`config.mk`:
```
export PLATFORM = sky130hd
export DESIGN_NAME = impact_then_stillness_fall_detector_unit
export DESIGN_NICKNAME = d
export VERILOG_FILES = /design/src/hdl/fitd_pkg.sv /design/src/hdl/fitd_csr.sv /design/src/hdl/impact_then_stillness_fall_detector_unit.sv
export VERILOG_INCLUDE_DIRS = /design/src /design/src/hdl
export SDC_FILE = /design/constraint.sdc
export NUM_CORES = 2
export LEC_CHECK = 0
export BUFFER_PORTS_ARGS = -buffer_cell sky130_fd_sc_hd__buf_2
export CORE_MARGIN = 5
export CORE_UTILIZATION = 30
export CTS_CLUSTER_DIAMETER = 30
export DETAILED_ROUTE_END_ITERATION = 12
export PLACE_DENSITY = 0.41
export RECOVER_POWER = 100
export REMOVE_ABC_BUFFERS = 1
export SYNTH_ARGS = -nofsm -noshare
export SYNTH_HDL_FRONTEND = slang
export SYNTH_SLANG_ARGS = --single-unit
```
`constraint.sdc`:
```
create_clock -name clock -period 18.3 [get_ports clock]
set_input_delay 2.745 -clock clock [delete_from_list [all_inputs] [get_ports clock]]
set_output_delay 2.745 -clock clock [all_outputs]
set_load 0.03 [all_outputs]
```
`src/hdl/assert_macros.svh`:
```
// shared assertion shorthands for the fall detector
`ifndef ASSERT_MACROS_SVH
`define ASSERT_MACROS_SVH

// clocked property, ignored while reset is high
`define FITD_ASSERT(label, prop, msg) \
   label: assert property (@(posedge clock) disable iff (reset) prop) else $error(msg);

// clocked property that is also checked during reset
`define FITD_ASSERT_ALWAYS(label, prop, msg) \
   label: assert property (@(posedge clock) prop) else $error(msg);

`endif

```
`src/hdl/fitd_pkg.sv`:
```
package fitd_pkg;

   // field widths
   localparam int SAMPLE_BITS    = 16;
   localparam int TIME_BITS      = 32;
   localparam int SQ_BITS        = 2 * SAMPLE_BITS;
   localparam int SUM_BITS       = SQ_BITS + 2;
   localparam int MAG_BITS       = 32;
   localparam int CFG_BITS       = 16;
   localparam int THR_SQ_BITS    = 2 * CFG_BITS;
   localparam int LIMIT_BITS     = CFG_BITS + 1;
   localparam int CSR_INDEX_BITS = 3;
   // elapsed time against the disarm bound, wide enough for both
   localparam int CMP_BITS       = (TIME_BITS > LIMIT_BITS) ? TIME_BITS : LIMIT_BITS;

   // register reset values
   localparam logic [CFG_BITS-1:0] SPIKE_RESET      = CFG_BITS'(6272);
   localparam logic [CFG_BITS-1:0] STILL_RESET      = CFG_BITS'(256);
   localparam logic [CFG_BITS-1:0] STILL_TIME_RESET = CFG_BITS'(2000);
   localparam logic [CFG_BITS-1:0] GRACE_RESET      = CFG_BITS'(1000);
   localparam logic [CFG_BITS-1:0] WAKE_RESET       = CFG_BITS'(256);

   localparam logic [THR_SQ_BITS-1:0] SPIKE_SQ_RESET =
      THR_SQ_BITS'(SPIKE_RESET) * THR_SQ_BITS'(SPIKE_RESET);
   localparam logic [THR_SQ_BITS-1:0] STILL_SQ_RESET =
      THR_SQ_BITS'(STILL_RESET) * THR_SQ_BITS'(STILL_RESET);
   localparam logic [THR_SQ_BITS-1:0] WAKE_SQ_RESET =
      THR_SQ_BITS'(WAKE_RESET) * THR_SQ_BITS'(WAKE_RESET);

   localparam logic [MAG_BITS-1:0] MAG_MAX = {MAG_BITS{1'b1}};

   typedef enum logic [CSR_INDEX_BITS-1:0] {
      REG_SPIKE_THRESHOLD = CSR_INDEX_BITS'(0),
      REG_STILL_THRESHOLD = CSR_INDEX_BITS'(1),
      REG_STILL_TIME_MS   = CSR_INDEX_BITS'(2),
      REG_GRACE_MS        = CSR_INDEX_BITS'(3),
      REG_WAKE_THRESHOLD  = CSR_INDEX_BITS'(4)
   } reg_index_type;

   // thresholds as the datapath consumes them
   typedef struct packed {
      logic [THR_SQ_BITS-1:0] spike_sq;
      logic [THR_SQ_BITS-1:0] still_sq;
      logic [THR_SQ_BITS-1:0] wake_sq;
      logic [CFG_BITS-1:0]    still_time;
      logic [LIMIT_BITS-1:0]  disarm_limit;
   } thr_type;

   // square of a two's complement sample, most negative value included
   function automatic logic [SQ_BITS-1:0] square_sample(input logic [SAMPLE_BITS-1:0] v);
      logic [SAMPLE_BITS-1:0] mag;
      logic [SQ_BITS-1:0]     wide;
      mag  = v[SAMPLE_BITS-1] ? SAMPLE_BITS'(~v + 1'b1) : v;
      wide = SQ_BITS'(mag);
      return wide * wide;
   endfunction

endpackage

```
`src/hdl/fitd_csr.sv`:
```
module fitd_csr
   import fitd_pkg::*;
(
   input  logic                      clock,
   input  logic                      reset,
   input  logic                      csr_valid,
   output logic                      csr_ready,
   input  logic [CSR_INDEX_BITS-1:0] csr_index,
   input  logic [CFG_BITS-1:0]       csr_data,
   output thr_type                   thr
);

   logic [THR_SQ_BITS-1:0] spike_sq_ff, still_sq_ff, wake_sq_ff;
   logic [THR_SQ_BITS-1:0] data_sq;
   logic [CFG_BITS-1:0]    still_time_ff, grace_ff;
   logic                   wr_en;

   assign csr_ready = 1'b1;
   assign wr_en     = csr_valid & csr_ready;

   // thresholds are kept squared so the datapath never needs a root
   assign data_sq = THR_SQ_BITS'(csr_data) * THR_SQ_BITS'(csr_data);

   always_ff @(posedge clock) begin
      if (reset) begin
         spike_sq_ff   <= SPIKE_SQ_RESET;
         still_sq_ff   <= STILL_SQ_RESET;
         wake_sq_ff    <= WAKE_SQ_RESET;
         still_time_ff <= STILL_TIME_RESET;
         grace_ff      <= GRACE_RESET;
      end else if (wr_en) begin
         unique case (reg_index_type'(csr_index))
            REG_SPIKE_THRESHOLD: spike_sq_ff   <= data_sq;
            REG_STILL_THRESHOLD: still_sq_ff   <= data_sq;
            REG_STILL_TIME_MS:   still_time_ff <= csr_data;
            REG_GRACE_MS:        grace_ff      <= csr_data;
            REG_WAKE_THRESHOLD:  wake_sq_ff    <= data_sq;
            default: ;
         endcase
      end
   end

   always_comb begin
      thr.spike_sq     = spike_sq_ff;
      thr.still_sq     = still_sq_ff;
      thr.wake_sq      = wake_sq_ff;
      thr.still_time   = still_time_ff;
      thr.disarm_limit = LIMIT_BITS'(still_time_ff) + LIMIT_BITS'(grace_ff);
   end

endmodule

```
`src/hdl/impact_then_stillness_fall_detector_unit.sv`:
```
// channel   direction  handshake          payload
// req_      in         req_valid/stall    accel_x, accel_y, accel_z, time_ms
// rsp_      out        rsp_valid/stall    fall_event, fall_latched, armed, wake, magnitude_sq
// csr_      in         csr_valid/ready    csr_index, csr_data
//
// one request per cycle sustained while rsp_stall is low; each result passes the stage one and output registers
// stage one registers the sample, stage two squares, sums, compares and updates the flags
// synchronous active-high reset clears the armed and fall flags, valid bits and thresholds to defaults
// a stalled result holds in the output register; the input stage still takes one more
// request, and req_stall rises only once both stages are full
module impact_then_stillness_fall_detector_unit
   import fitd_pkg::*;
(
   input  logic                      clock,
   input  logic                      reset,

   input  logic                      req_valid,
   output logic                      req_stall,
   input  logic signed [SAMPLE_BITS-1:0] req_accel_x,
   input  logic signed [SAMPLE_BITS-1:0] req_accel_y,
   input  logic signed [SAMPLE_BITS-1:0] req_accel_z,
   input  logic [TIME_BITS-1:0]      req_time_ms,

   output logic                      rsp_valid,
   input  logic                      rsp_stall,
   output logic                      rsp_fall_event,
   output logic                      rsp_fall_latched,
   output logic                      rsp_armed,
   output logic                      rsp_wake,
   output logic [MAG_BITS-1:0]       rsp_magnitude_sq,

   input  logic                      csr_valid,
   output logic                      csr_ready,
   input  logic [CSR_INDEX_BITS-1:0] csr_index,
   input  logic [CFG_BITS-1:0]       csr_data
);

`include "assert_macros.svh"

   thr_type thr;

   fitd_csr u_csr (
      .clock     (clock),
      .reset     (reset),
      .csr_valid (csr_valid),
      .csr_ready (csr_ready),
      .csr_index (csr_index),
      .csr_data  (csr_data),
      .thr       (thr)
   );

   // pipeline control
   logic s1_valid_ff, out_valid_ff;
   logic out_adv, s1_adv, req_take;

   assign out_adv   = !out_valid_ff || !rsp_stall;   // output register can load
   assign s1_adv    = s1_valid_ff && out_adv;        // stage one moves forward
   assign req_stall = s1_valid_ff && !out_adv;
   assign req_take  = req_valid && !req_stall;

   // stage one: input register, raw axes and the timestamp
   logic [SAMPLE_BITS-1:0] ax_ff, ay_ff, az_ff;
   logic [TIME_BITS-1:0]   s1_time_ff;

   always_ff @(posedge clock) begin
      if (reset) begin
         s1_valid_ff <= 1'b0;
      end else if (req_take) begin
         s1_valid_ff <= 1'b1;
      end else if (s1_adv) begin
         s1_valid_ff <= 1'b0;
      end
   end

   always_ff @(posedge clock) begin
      if (req_take) begin
         ax_ff      <= req_accel_x;
         ay_ff      <= req_accel_y;
         az_ff      <= req_accel_z;
         s1_time_ff <= req_time_ms;
      end
   end

   // stage two: magnitude, compares and detector state
   logic [SUM_BITS-1:0]  msq;
   logic                 spike_hit, still_hit, wake_hit;
   logic                 arm_new, armed_now;
   logic [TIME_BITS-1:0] spike_base, elapsed;

   logic                 armed_ff, fall_ff;
   logic [TIME_BITS-1:0] spike_time_ff;
   logic                 armed_in, fall_in, event_in;
   logic [TIME_BITS-1:0] spike_time_in;

   assign msq = SUM_BITS'(square_sample(ax_ff)) + SUM_BITS'(square_sample(ay_ff)) +
                SUM_BITS'(square_sample(az_ff));

   assign spike_hit = msq > SUM_BITS'(thr.spike_sq);
   assign still_hit = msq < SUM_BITS'(thr.still_sq);
   assign wake_hit  = msq > SUM_BITS'(thr.wake_sq);

   // arming happens first, so a spike sample is checked at zero elapsed time
   assign arm_new    = !armed_ff && spike_hit;
   assign armed_now  = armed_ff || arm_new;
   assign spike_base = arm_new ? s1_time_ff : spike_time_ff;
   assign elapsed    = s1_time_ff - spike_base;   // wraps with the timestamp

   always_comb begin
      armed_in      = armed_now;
      fall_in       = fall_ff;
      event_in      = 1'b0;
      spike_time_in = spike_base;
      // once a fall is latched the checks stop, so armed may stick
      if (armed_now && !fall_ff) begin
         if (still_hit) begin
            if (elapsed >= TIME_BITS'(thr.still_time)) begin
               fall_in  = 1'b1;
               event_in = 1'b1;
               armed_in = 1'b0;
            end
         end else if (CMP_BITS'(elapsed) > CMP_BITS'(thr.disarm_limit)) begin
            armed_in = 1'b0;
         end
      end
   end

   always_ff @(posedge clock) begin
      if (reset) begin
         armed_ff      <= 1'b0;
         fall_ff       <= 1'b0;
         spike_time_ff <= '0;
      end else if (s1_adv) begin
         armed_ff      <= armed_in;
         fall_ff       <= fall_in;
         spike_time_ff <= spike_time_in;
      end
   end

   // output register
   logic                event_ff, wake_ff;
   logic [MAG_BITS-1:0] mag_ff;

   always_ff @(posedge clock) begin
      if (reset) begin
         out_valid_ff <= 1'b0;
      end else if (out_adv) begin
         out_valid_ff <= s1_valid_ff;
      end
   end

   always_ff @(posedge clock) begin
      if (s1_adv) begin
         event_ff <= event_in;
         wake_ff  <= wake_hit;
         // saturate if the sum outgrows the result field
         mag_ff   <= (msq > SUM_BITS'(MAG_MAX)) ? MAG_MAX : MAG_BITS'(msq);
      end
   end

   assign rsp_valid        = out_valid_ff;
   assign rsp_fall_event   = event_ff;
   assign rsp_fall_latched = fall_ff;
   assign rsp_armed        = armed_ff;
   assign rsp_wake         = wake_ff;
   assign rsp_magnitude_sq = mag_ff;

   // a declared fall always shows latched and disarmed
   `FITD_ASSERT(a_event_latched, rsp_valid && rsp_fall_event |-> rsp_fall_latched && !rsp_armed, "fall event without latched flag or still armed")

   // the fall flag never clears outside reset
   `FITD_ASSERT(a_fall_sticky, fall_ff && !reset |=> fall_ff, "fall flag cleared without reset")

   // the input side only waits when both stages hold a request
   `FITD_ASSERT_ALWAYS(a_stall_full, req_stall |-> s1_valid_ff && out_valid_ff, "input stalled with a free stage")

   // detector state moves only when a request reaches the output register
   `FITD_ASSERT(a_state_hold, !s1_adv && !reset |=> $stable(fall_ff) && $stable(armed_ff), "detector state changed without a request")

endmodule

```
==> impl_metrics.yaml <==
timing:
  finClkSkew_ns: 0.0664
  final-setup-viol-count: 0
  min_period_ns: 17.27
  finalCritPeriodShare_pct: 94.4
  timing.slew.headroom_pct: -173
  slew_viol_final: 301
  worstMarginPinSlew_ns: 4.09
  fin_tns_setup_ns: 0
  rsz0062_at_grt: "no"
  finalHoldViolCount: 0
  setup_ws_ns: 1.03
  fmax_mhz: 57.9
logic_synthesis:
  yosysWarnings: 0
  synth-async-reset-ratio_pct: 0
  syn-cell-area_sq_um: 44800
  syn_inst: 4897
  synth_flop_cell: "dfxtp_1"
  ys_ff_latch: 275
  avgSynthCellArea_sq_um: 9.15
  yosysUniqueCellTypes: 81
  seq_area_frac_synth_pct: 14.8
  synth-edff-count: 114
cts:
  clock_latency_ns: 0.69
  cts_buffer_depth: 3
  cts-resized-gates: 0
  cts_root_buf: "clkbuf_16"
  cts_tree: "built"
  htreeDepth: 3
  clk_pin_slew_ns: 0.05
  post_cts_buffers: 0
  cts_inserted_buffers: 89
  postCtsHoldBufs: 0
  clkSinkCount: 275
place:
  routabilityCongestion: 0.840
  place_ws_ns: 0.432
  post-dp-hpwl_mm: 113
  portBuffers: 141
routing:
  totalWireLength_mm: 134
  drtIter0Drc: 1674
  final_antenna_net_count: 0
  num_vias: 32300
  drc_errors: 0
  viasPerCell: 4.53
  post_drt_wl_per_cell_microns: 18.7
  dr.pass1.iters: 7
floorplanning:
  die_area_sq_um: 157000
  chipHeight_microns: 396
  start_util_pct: 30.3
  fp.coreArea_sq_um: 148000
  rows: 141
  io_pins: 143
  die_x_microns: 396
setup_path:
  critPathMaxFanout: 10
  crit_slowest_cell: "fa_1"
  arrival_ns: 17.86
  crit_path_end: "rsp_armed"
  slowest_delay_ns: 0.62
  critical_path.endpoint_type: "register"
  worst_r2r_endpoint: "rsp_armed"
  r2r_cells: 73
  crit_start: "az_ff[0]"
  crit_path_start_kind: "register"
  r2r_setup_slack_ns: 1.03
  path_common_cell: "fa_1"
  cp.required_ns: 18.89
  critical_path_class: "register to register"
  reg2reg_from: "az_ff[0]"
run_status:
  violations: "max-capacitance violations, max-slew violations"
  status: "complete, but fails checks"
min_path:
  hp-class: "register to register"
global_route:
  grt_usage_pct: 17.4
  grt_pass1_wl_mm: 211
  grt_max_degree: 88
  grt_pass1_vias: 35100
  antenna_found_initial: 3
  overflow: 0
cells_and_area:
  final_nets: 6551
  fillers: 15400
  final_layout_size_suffix_gt1_share_pct: 6.74
  area_growth_pct: 14.5
  mostFrequentLayoutCells: "inv_1 (1247), fa_1 (782), ha_1 (533)"
  final_common_cell: "inv_1"
flow_run:
  drv_cap: 6
-- flip-flops by register name, indices dropped and copies added, names as in the netlist, 31 cells and up --
register           count
rsp_magnitude_sq      32
s1_time_ff            32
spike_time_ff         32
u_csr.spike_sq_ff     31
u_csr.still_sq_ff     31
u_csr.wake_sq_ff      31
-- critical path, delay by kind of cell, from the launching register on --
| kind | cells | cell delay, ns |
|---|---|---|
| buffers and inverters | 13 | 1.31 |
| XOR/XNOR | 3 | 0.36 |
| flip-flops | 1 | 0.38 |
| adder cells (fa/ha/maj) | 15 | 6.06 |
| multiplexers | 1 | 0.06 |
| AND/OR/NAND/NOR | 19 | 4.44 |
| AO/OA/AOI/OAI | 22 | 4.59 |
-- how the worst min path moves through the flow --
| stage | startpoint | end | slack (ns) | depth (start not counted) |
|---|---|---|---|---|
| finish | u_csr.wake_sq_ff[24] | u_csr.wake_sq_ff[24] | 0.45 | 2 |
| global route | u_csr.spike_sq_ff[2] | u_csr.spike_sq_ff[2] | 0.47 | 2 |
| CTS | u_csr.wake_sq_ff[12] | u_csr.wake_sq_ff[12] | 0.45 | 2 |
| detailed placement | u_csr.wake_sq_ff[20] | u_csr.wake_sq_ff[20] | 0.45 | 2 |
| global placement | u_csr.wake_sq_ff[24] | u_csr.wake_sq_ff[24] | 0.44 | 2 |
| floorplan | u_csr.still_sq_ff[0] | u_csr.still_sq_ff[0] | 0.43 | 2 |
-- metrics by stage --
stage / hold slack [ns] / cell area [sq um] / instances / util (%)
2_1_floorplan: 0.426 / 44500 / 4815 / -
3_3_place_gp: 0.442 / 48300 / 6970 / 32.6
3_5_place_dp: 0.447 / 48300 / 6971 / 32.6
4_1_cts: 0.453 / 51300 / 7134 / 34.7
5_1_grt: 0.468 / 51300 / 7134 / 34.7
6_report: 0.449 / 51300 / 7136 / 34.7
-- cell families after synthesis --
group / synth area share (%)
adders and majority gates: 49.9
AOI/OAI and AO/OA: 8.57
DFF: 14.8
xor gates and xnor gates: 3.01
buffers and inverters: 11.7
other: 0.0168
and+or+nand+nor: 11.2
muxes: 0.880
-- metal layers --
layer | track usage (%) | vias to the layer above | wire length (microns)
li1 | - | 15600 | -
met1 | 24.4 | 16000 | 63800
met2 | 28.3 | 572 | 61000
met3 | 2.81 | 126 | 5990
met4 | 3.90 | 0 | 2750
met5 | 0 | - | 0
-- final cells by class --
class | count | area (sq um) | share of cell area [%]
multi-input cells | 3270 | 33200 | 64.6
flip-flops and latches | 275 | 6650 | 13.0
inverters | 1270 | 4770 | 9.29
well taps | 1930 | 2410 | 4.71
clock buffers | 105 | 2360 | 4.60
repair buffers | 226 | 1260 | 2.46
clock inverters | 58 | 682 | 1.33
diodes | 2 | 5.00 | 0.00975
-- synth_stat cells, types with 9 or more instances --
cell,number,area (sq um)
a211o_1,16,140
a211oi_1,51,383
a21o_1,92,691
a21oi_1,214,1070
a31oi_1,13,81.3
and2_1,55,344
and3_1,11,68.8
clkbuf_1,111,417
clkinv_1,21,78.8
dfxtp_1,161,3220
edfxtp_1,114,3420
fa_1,782,15700
ha_1,533,6670
inv_1,1247,4680
mux2i_1,36,360
nand2_1,487,1830
nand2b_1,41,257
nand3_1,34,170
nand3b_1,11,82.6
nand4_1,25,156
nor2_1,334,1250
nor2b_1,24,150
nor3_1,22,110
nor4_1,11,68.8
o21a_1,22,165
o21ai_0,82,410
o21bai_1,19,143
o31ai_1,10,75.1
or2_2,9,56.3
or3_1,35,219
or4_1,9,67.6
xnor2_1,83,727
xor2_1,71,622
Power is left out: the tool's default activity adds up to more than one toggle a clock period on the data nets, which glitch-free logic cannot reach.
